--- src/rtl/b64e_pkg.sv ---
// Shared types, constants and the Base64 alphabet lookup for the stream encoder.
`timescale 1ns / 1ps

package b64e_pkg;

  // Reset value of the pad character register ('=').
  localparam logic [7:0] PAD_RESET = 8'd61;

  // Default number of entries in the queue between front and back.
  localparam int QUEUE_DEPTH = 4;

  // Beat on the input channel.
  typedef struct packed {
    logic [7:0] data_byte;
    logic       last_byte;
  } in_beat_t;

  // Beat on the output channel.
  typedef struct packed {
    logic [7:0] code_char;
    logic       run_end;
    logic       stream_end;
  } out_beat_t;

  // Work for one input byte: up to two sextets, then pad characters.
  // count_m1 is the number of characters minus one.
  typedef struct packed {
    logic [5:0] sext0;
    logic [5:0] sext1;
    logic [1:0] count_m1;
    logic       last;
  } job_t;

  // Standard alphabet: A-Z, a-z, 0-9, '+', '/'.
  function automatic logic [7:0] sextet_char(input logic [5:0] v);
    logic [7:0] v8;
    v8 = {2'b00, v};
    if (v < 6'd26) begin
      return 8'd65 + v8;
    end else if (v < 6'd52) begin
      return 8'd71 + v8;
    end else if (v < 6'd62) begin
      return v8 - 8'd4;
    end else if (v == 6'd62) begin
      return 8'd43;
    end else begin
      return 8'd47;
    end
  endfunction

endpackage

--- src/rtl/b64e_front.sv ---
// Front end: accepts input bytes, tracks the group position and builds one job per byte.
`timescale 1ns / 1ps

module b64e_front
  import b64e_pkg::*;
(
  input  logic     clk,
  input  logic     rst,
  input  logic     in_valid,
  output logic     in_stall,
  input  in_beat_t in_data,
  input  logic     queue_full,
  output logic     push,
  output job_t     job
);

  logic [1:0] group_pos;
  logic [1:0] group_pos_next;
  logic [3:0] leftover;
  logic [3:0] leftover_next;
  logic [7:0] b;

  assign b        = in_data.data_byte;
  assign in_stall = queue_full;
  assign push     = in_valid && !queue_full;

  // Split the byte into sextets according to its place in the group.
  always_comb begin
    job.last = in_data.last_byte;
    case (group_pos)
      2'd1: begin
        job.sext0      = {leftover[1:0], b[7:4]};
        job.sext1      = {b[3:0], 2'b00};
        job.count_m1   = in_data.last_byte ? 2'd2 : 2'd0;
        leftover_next  = b[3:0];
        group_pos_next = 2'd2;
      end
      2'd2: begin
        job.sext0      = {leftover, b[7:6]};
        job.sext1      = b[5:0];
        job.count_m1   = 2'd1;
        leftover_next  = 4'd0;
        group_pos_next = 2'd0;
      end
      default: begin
        job.sext0      = b[7:2];
        job.sext1      = {b[1:0], 4'b0000};
        job.count_m1   = in_data.last_byte ? 2'd3 : 2'd0;
        leftover_next  = {2'b00, b[1:0]};
        group_pos_next = 2'd1;
      end
    endcase
  end

  // Group state advances on every accepted beat; a last byte starts a new stream.
  always_ff @(posedge clk) begin
    if (rst) begin
      group_pos <= 2'd0;
      leftover  <= 4'd0;
    end else if (push) begin
      if (in_data.last_byte) begin
        group_pos <= 2'd0;
        leftover  <= 4'd0;
      end else begin
        group_pos <= group_pos_next;
        leftover  <= leftover_next;
      end
    end
  end

endmodule

--- src/rtl/b64e_queue.sv ---
// Small first-in first-out queue of jobs between the front and back ends.
`timescale 1ns / 1ps

module b64e_queue
  import b64e_pkg::*;
#(
  parameter int DEPTH = QUEUE_DEPTH
) (
  input  logic clk,
  input  logic rst,
  input  logic push,
  input  job_t wr_job,
  input  logic pop,
  output job_t rd_job,
  output logic full,
  output logic empty
);

  localparam int PTR_W = (DEPTH > 1) ? $clog2(DEPTH) : 1;
  localparam int CNT_W = $clog2(DEPTH + 1);
  localparam logic [PTR_W-1:0] LAST_PTR = PTR_W'(DEPTH - 1);
  localparam logic [CNT_W-1:0] FULL_CNT = CNT_W'(DEPTH);

  job_t             entries [DEPTH];
  logic [PTR_W-1:0] wr_ptr;
  logic [PTR_W-1:0] rd_ptr;
  logic [CNT_W-1:0] count;

  assign full   = (count == FULL_CNT);
  assign empty  = (count == '0);
  assign rd_job = entries[rd_ptr];

  // Entry storage.
  always_ff @(posedge clk) begin
    if (push) begin
      entries[wr_ptr] <= wr_job;
    end
  end

  // Pointers and fill count.
  always_ff @(posedge clk) begin
    if (rst) begin
      wr_ptr <= '0;
      rd_ptr <= '0;
      count  <= '0;
    end else begin
      if (push) begin
        wr_ptr <= (wr_ptr == LAST_PTR) ? '0 : wr_ptr + 1'b1;
      end
      if (pop) begin
        rd_ptr <= (rd_ptr == LAST_PTR) ? '0 : rd_ptr + 1'b1;
      end
      if (push && !pop) begin
        count <= count + 1'b1;
      end else if (pop && !push) begin
        count <= count - 1'b1;
      end
    end
  end

endmodule

--- src/rtl/b64e_back.sv ---
// Back end: expands queued jobs into characters and holds the output register.
`timescale 1ns / 1ps

module b64e_back
  import b64e_pkg::*;
(
  input  logic      clk,
  input  logic      rst,
  input  logic      cfg_valid,
  output logic      cfg_ready,
  input  logic [7:0] cfg_data,
  input  job_t      head,
  input  logic      head_valid,
  output logic      pop,
  output logic      out_valid,
  input  logic      out_stall,
  output out_beat_t out_data
);

  logic [7:0] pad_symbol;
  logic [1:0] idx;
  logic       load;
  logic       emit;
  logic       last_char;
  logic [7:0] next_char;

  assign cfg_ready = 1'b1;

  assign load      = !out_valid || !out_stall;
  assign emit      = head_valid && load;
  assign last_char = (idx == head.count_m1);
  assign pop       = emit && last_char;

  // The first two characters come from sextets, the rest are pads.
  always_comb begin
    case (idx)
      2'd0:    next_char = sextet_char(head.sext0);
      2'd1:    next_char = sextet_char(head.sext1);
      default: next_char = pad_symbol;
    endcase
  end

  // Pad register; user must write only while the block is idle; not enforced.
  always_ff @(posedge clk) begin
    if (rst) begin
      pad_symbol <= PAD_RESET;
    end else if (cfg_valid && cfg_ready) begin
      pad_symbol <= cfg_data;
    end
  end

  // Character index within the current job.
  always_ff @(posedge clk) begin
    if (rst) begin
      idx <= 2'd0;
    end else if (emit) begin
      idx <= last_char ? 2'd0 : idx + 2'd1;
    end
  end

  // Output register: refills whenever it is empty or being taken.
  always_ff @(posedge clk) begin
    if (rst) begin
      out_valid <= 1'b0;
    end else if (load) begin
      out_valid <= head_valid;
    end
  end

  always_ff @(posedge clk) begin
    if (emit) begin
      out_data.code_char  <= next_char;
      out_data.run_end    <= last_char;
      out_data.stream_end <= last_char && head.last;
    end
  end

  // The index never runs past the character count of the job at the head.
  a_idx_in_range: assert property (@(posedge clk) disable iff (rst)
    head_valid |-> idx <= head.count_m1)
    else $error("character index beyond job length");

  // Finishing a job always leaves its last character in the output register.
  a_pop_shows_run_end: assert property (@(posedge clk) disable iff (rst)
    pop |=> out_valid && out_data.run_end)
    else $error("job retired without run end beat");

  // The end of the stream is always the end of a run.
  a_stream_end_run_end: assert property (@(posedge clk) disable iff (rst)
    out_valid && out_data.stream_end |-> out_data.run_end)
    else $error("stream end without run end");

  // A new job starts at its first character.
  a_idx_restart: assert property (@(posedge clk) disable iff (rst)
    pop |=> idx == 2'd0)
    else $error("index not cleared after job");

endmodule

--- src/rtl/base64_stream_encoder.sv ---
// Top level of the Base64 stream encoder: front end, job queue and back end.
`timescale 1ns / 1ps

// Usage:
// Input channel (in_valid / in_stall / in_data) takes one raw byte per beat,
// with last_byte marking the end of a stream. Output channel (out_valid /
// out_stall / out_data) gives one character per beat, with run_end on the
// last character caused by a byte and stream_end on the final character.
// A byte at group position 0 or 1 yields one character, or four / three when
// it is last; a byte completing a group yields two.
// The first character of an accepted byte passes through the job queue and
// then the output register, when the output register and queue are empty.
// Throughput: one byte per cycle in while the queue is not full, and one
// character per cycle out while out_stall is low; the output port sets the
// sustained rate, and the queue absorbs bursts so bytes flow until it fills.
// The pad character register is written through cfg_valid / cfg_ready /
// cfg_data, which is always ready; write it only while the block is idle.
// Reset clears the group state, the queue and the output register, and sets
// the pad character to '='. When the receiver stalls, the output beat holds,
// the queue fills, and in_stall rises once the queue is full.

module base64_stream_encoder
  import b64e_pkg::*;
#(
  parameter int QUEUE_ENTRIES = QUEUE_DEPTH
) (
  input  logic       clk,
  input  logic       rst,
  input  logic       cfg_valid,
  output logic       cfg_ready,
  input  logic [7:0] cfg_data,
  input  logic       in_valid,
  output logic       in_stall,
  input  in_beat_t   in_data,
  output logic       out_valid,
  input  logic       out_stall,
  output out_beat_t  out_data
);

  job_t front_job;
  job_t head_job;
  logic push;
  logic pop;
  logic queue_full;
  logic queue_empty;

  b64e_front u_front (
    .clk        (clk),
    .rst        (rst),
    .in_valid   (in_valid),
    .in_stall   (in_stall),
    .in_data    (in_data),
    .queue_full (queue_full),
    .push       (push),
    .job        (front_job)
  );

  b64e_queue #(
    .DEPTH (QUEUE_ENTRIES)
  ) u_queue (
    .clk    (clk),
    .rst    (rst),
    .push   (push),
    .wr_job (front_job),
    .pop    (pop),
    .rd_job (head_job),
    .full   (queue_full),
    .empty  (queue_empty)
  );

  b64e_back u_back (
    .clk        (clk),
    .rst        (rst),
    .cfg_valid  (cfg_valid),
    .cfg_ready  (cfg_ready),
    .cfg_data   (cfg_data),
    .head       (head_job),
    .head_valid (!queue_empty),
    .pop        (pop),
    .out_valid  (out_valid),
    .out_stall  (out_stall),
    .out_data   (out_data)
  );

endmodule

--- config.mk ---
export PLATFORM = sky130hd
export DESIGN_NAME = base64_stream_encoder
export DESIGN_NICKNAME = d
export VERILOG_FILES = /design/src/rtl/b64e_pkg.sv /design/src/rtl/b64e_front.sv /design/src/rtl/b64e_queue.sv /design/src/rtl/b64e_back.sv /design/src/rtl/base64_stream_encoder.sv
export SDC_FILE = /design/constraint.sdc
export NUM_CORES = 1
export LEC_CHECK = 0
export BUFFER_PORTS_ARGS = -buffer_cell sky130_fd_sc_hd__buf_2
export CORE_AREA = 2 2 98 100
export DETAILED_ROUTE_END_ITERATION = 7
export DIE_AREA = 0 0 100 102
export GPL_ROUTABILITY_DRIVEN = 0
export PLACE_DENSITY = 0.75
export SYNTH_ARGS = -nofsm -noshare
export SYNTH_HDL_FRONTEND = slang
export SYNTH_HIERARCHICAL = 1
export SYNTH_SLANG_ARGS = --single-unit
--- constraint.sdc ---
create_clock -name clk -period 2.65 [get_ports clk]
set_input_delay 0.795 -clock clk [delete_from_list [all_inputs] [get_ports clk]]
set_output_delay 0.795 -clock clk [all_outputs]
set_load 0.02 [all_outputs]
==> impl_metrics.toml <==
[global_routing]
use_met3_pct = 4.92
gr-total-overflow = 0
grt_max_degree = 25
grt_pass1_wl_um = 15100
grt_pass1_vias = 3114
busiest_layer = "met2"
use_met2_pct = 33.7
grt_use_met1_pct = 24.4
antenna_found_initial = 0
track_usage_pct = 19.2

[yosys]
ys_ff_latch = 96
synth-seq-area-share_pct = 54.0
synthDominantCellAreaShare_pct = 43.3
syn_nets = 436
synthFlopType = "edfxtp_1"
avgSynthCellArea_um2 = 12.4
ys_async_sr_fraction_pct = 0
syn_area_mm2 = 0.00485
synth_edf_count = 70
yosysWarnings = 6
synth_area_leader_cell = "edfxtp_1"
synthTopCellsByArea = "edfxtp_1 43%, dfxtp_1 11%, ha_1 5.4%"
syn_inst = 392
ys_types = 63

[pwr]
p_leak_nw = 2.08
powerDensity_mw_per_mm2 = 1030
finalPower_w = 0.00561
ir_drop_mv = 0.495

[timing]
relSlewSlack_pct = 57.7
skew_ns = 0.00791
slew_viol_final = 0
clock.fmax_mhz = 398
fin_crit_ns = 2.51
setup_tns_ns = 0
hold_ws_ns = 0.492
setup_slack_ns = 0.140
hold_viol = 0
max_slew.worst_pin.slew_ns = 0.634
rsz0062_at_grt = "false"
setup_viol = 0
fin_crit_sh_pct = 94.7

[routing]
drt_iter0_drc = 168
viasPerCell = 5.71
first_pass_iters = 5
postRouteAntennaNets = 0
drc_errors = 0
wirelength_um = 9220
routedWlPerCell_um = 16.5
vias = 3198

[worst_setup_path]
cp_data_required_time_ns = 2.94
worst_setup_path_start_kind = "flop"
critical_path_peak_fanout = 4
path_class = "reg2reg"
arrival_ns = 2.80
endpoint_kind = "flop"

[min_path]
hp-start = "u_front/group_pos[0]$_SDFFE_PP0P_"
hp-class = "reg2reg"

[status]
status = "completed"

[layout]
fin_area_mm2 = 0.00545
areaGrowthSynthToFinish_pct = 12.2
antenna_cells = 0
drive_gt1_share_pct = 22.5
nets = 488

[cts]
holdBufCountCts = 0
cts_root_buf = "clkbuf_8"
cts_tree = "done"
clock_latency_ns = 0.35
htree_levels = 3
clock-sinks = 96
clkTransAtPathRegs_ns = 0.09
cts_buffer_depth = 2
cts_buffers = 9

[floorplan]
core_area_mm2 = 0.00911
die_area_mm2 = 0.0102
die_w_um = 100
placement_rows = 35
io_pins = 35
initial_core_util_pct = 53.3
die_h_um = 102

[place]
post_dp_cell_area_mm2 = 0.00524
dp_slack_ns = 0.0246
dp_hpwl_um = 6610
io_buffer_count = 33

[run]
max_cap_violations = 0
-- flip-flops by register name, indices dropped and copies added, names as in the netlist, named ones only --
signal,count
u_queue/entries,60
u_back/out_data,10
u_back/pad_symbol,8
u_front/leftover,4
u_queue/count,3
u_back/idx,2
u_front/group_pos,2
u_queue/rd_ptr,2
u_queue/wr_ptr,2
u_back/out_valid,1
-- layer usage --
metal  vias to the layer above  wire [um]
met5                         -          0
met1                      1542       4170
li1                       1562          -
met3                         6        465
met2                        88       4520
met4                         0         63
-- layout by cell type, fill, tap and decap left out, types with 3 or more instances in the layout --
cell type	n
and2_1	8
nand3b_1	3
ha_1	20
mux4_1	5
nor3b_1	4
o21ai_0	18
mux4_2	10
xnor2_1	4
nand3_1	8
nor3_1	4
a22oi_1	11
buf_2	33
inv_1	21
a22o_1	3
nor2_1	21
a21oi_1	17
nand4_1	5
and3_1	3
buf_4	30
a211o_1	7
mux2i_1	9
inv_6	3
clkbuf_8	9
dfxtp_1	25
nor2b_1	9
edfxtp_1	70
a211oi_1	3
nand2_1	30
xor2_1	4
or3_1	3
-- cells by family (layout without fill, tap and decap cells) --
logic type,count (synthesis),after routing,share of synthesized area (%)
multiplexers,25,25,9.43
AND/OR/NAND/NOR,108,108,11.7
AO/OA/AOI/OAI,85,85,12.2
other,1,1,0.0772
adder cells (fa/ha/maj),22,22,5.82
flip-flops,96,96,54.0
buffers and inverters,45,102,4.90
XOR/XNOR,10,10,1.80
-- area by class of cell --
class	count	area, um2
sequential	96	2630
fill	736	3660
tap	111	139
timing repair buffer	64	410
clock inverter	7	53.8
clock buffer	9	124
inverter	22	82.6
multi-input combinational	251	2010
-- worst max-delay path, cell delays in order (launching register included) --
cell and delay [ns]:
dfxtp_4 0.40, mux4_2 0.53, xor2_2 0.16, nor3_1 0.07
inv_1 0.08, ha_2 0.18, inv_1 0.05, fa_1 0.37
xor2_1 0.17, or3_1 0.30, a21oi_1 0.13
-- path summary, 6_finish.rpt --
check,endpoint,slack [ns],cells after the start
max reg2reg,u_queue/count[2]$_SDFFE_PP0P_,0.14,10
max,u_queue/count[2]$_SDFFE_PP0P_,0.14,10
min reg2reg,u_front/group_pos[0]$_SDFFE_PP0P_,0.49,2
min,u_front/group_pos[0]$_SDFFE_PP0P_,0.49,2
-- where the power goes --
group	switching [W]	internal, W
Sequential	0.000119	0.00197
Combinational	0.00147	0.00118
Clock	0.000525	0.000354
Total	0.00211	0.00350
-- Yosys cell counts, drive strengths merged, types with 4 or more instances --
cell type and count:
a211o 7, a21oi 18, a22oi 11, and2 8, buf 19, clkbuf 4
dfxtp 26, edfxtp 70, ha 21, inv 22, mux2i 9, mux4 15
nand2 30, nand3 8, nand4 5, nor2 21, nor2b 9, nor3 4
nor3b 4, o21ai 18, xnor2 4, xor2 6
-- through the flow --
stage / instances / utilization (%)
2_1_floorplan: 392 / -
3_3_place_gp: 543 / 57.5
3_5_place_dp: 543 / 57.5
4_1_cts: 559 / 59.5
5_1_grt: 560 / 59.8
6_report: 560 / 59.8
-- timing repair --
action | CTS | global route
resized for setup | 0 | 5
hold endpoints to repair | 0 | 0
setup endpoints to repair | 0 | 8
setup buffers | 0 | 1
Power figures use the tool's default switching activity.
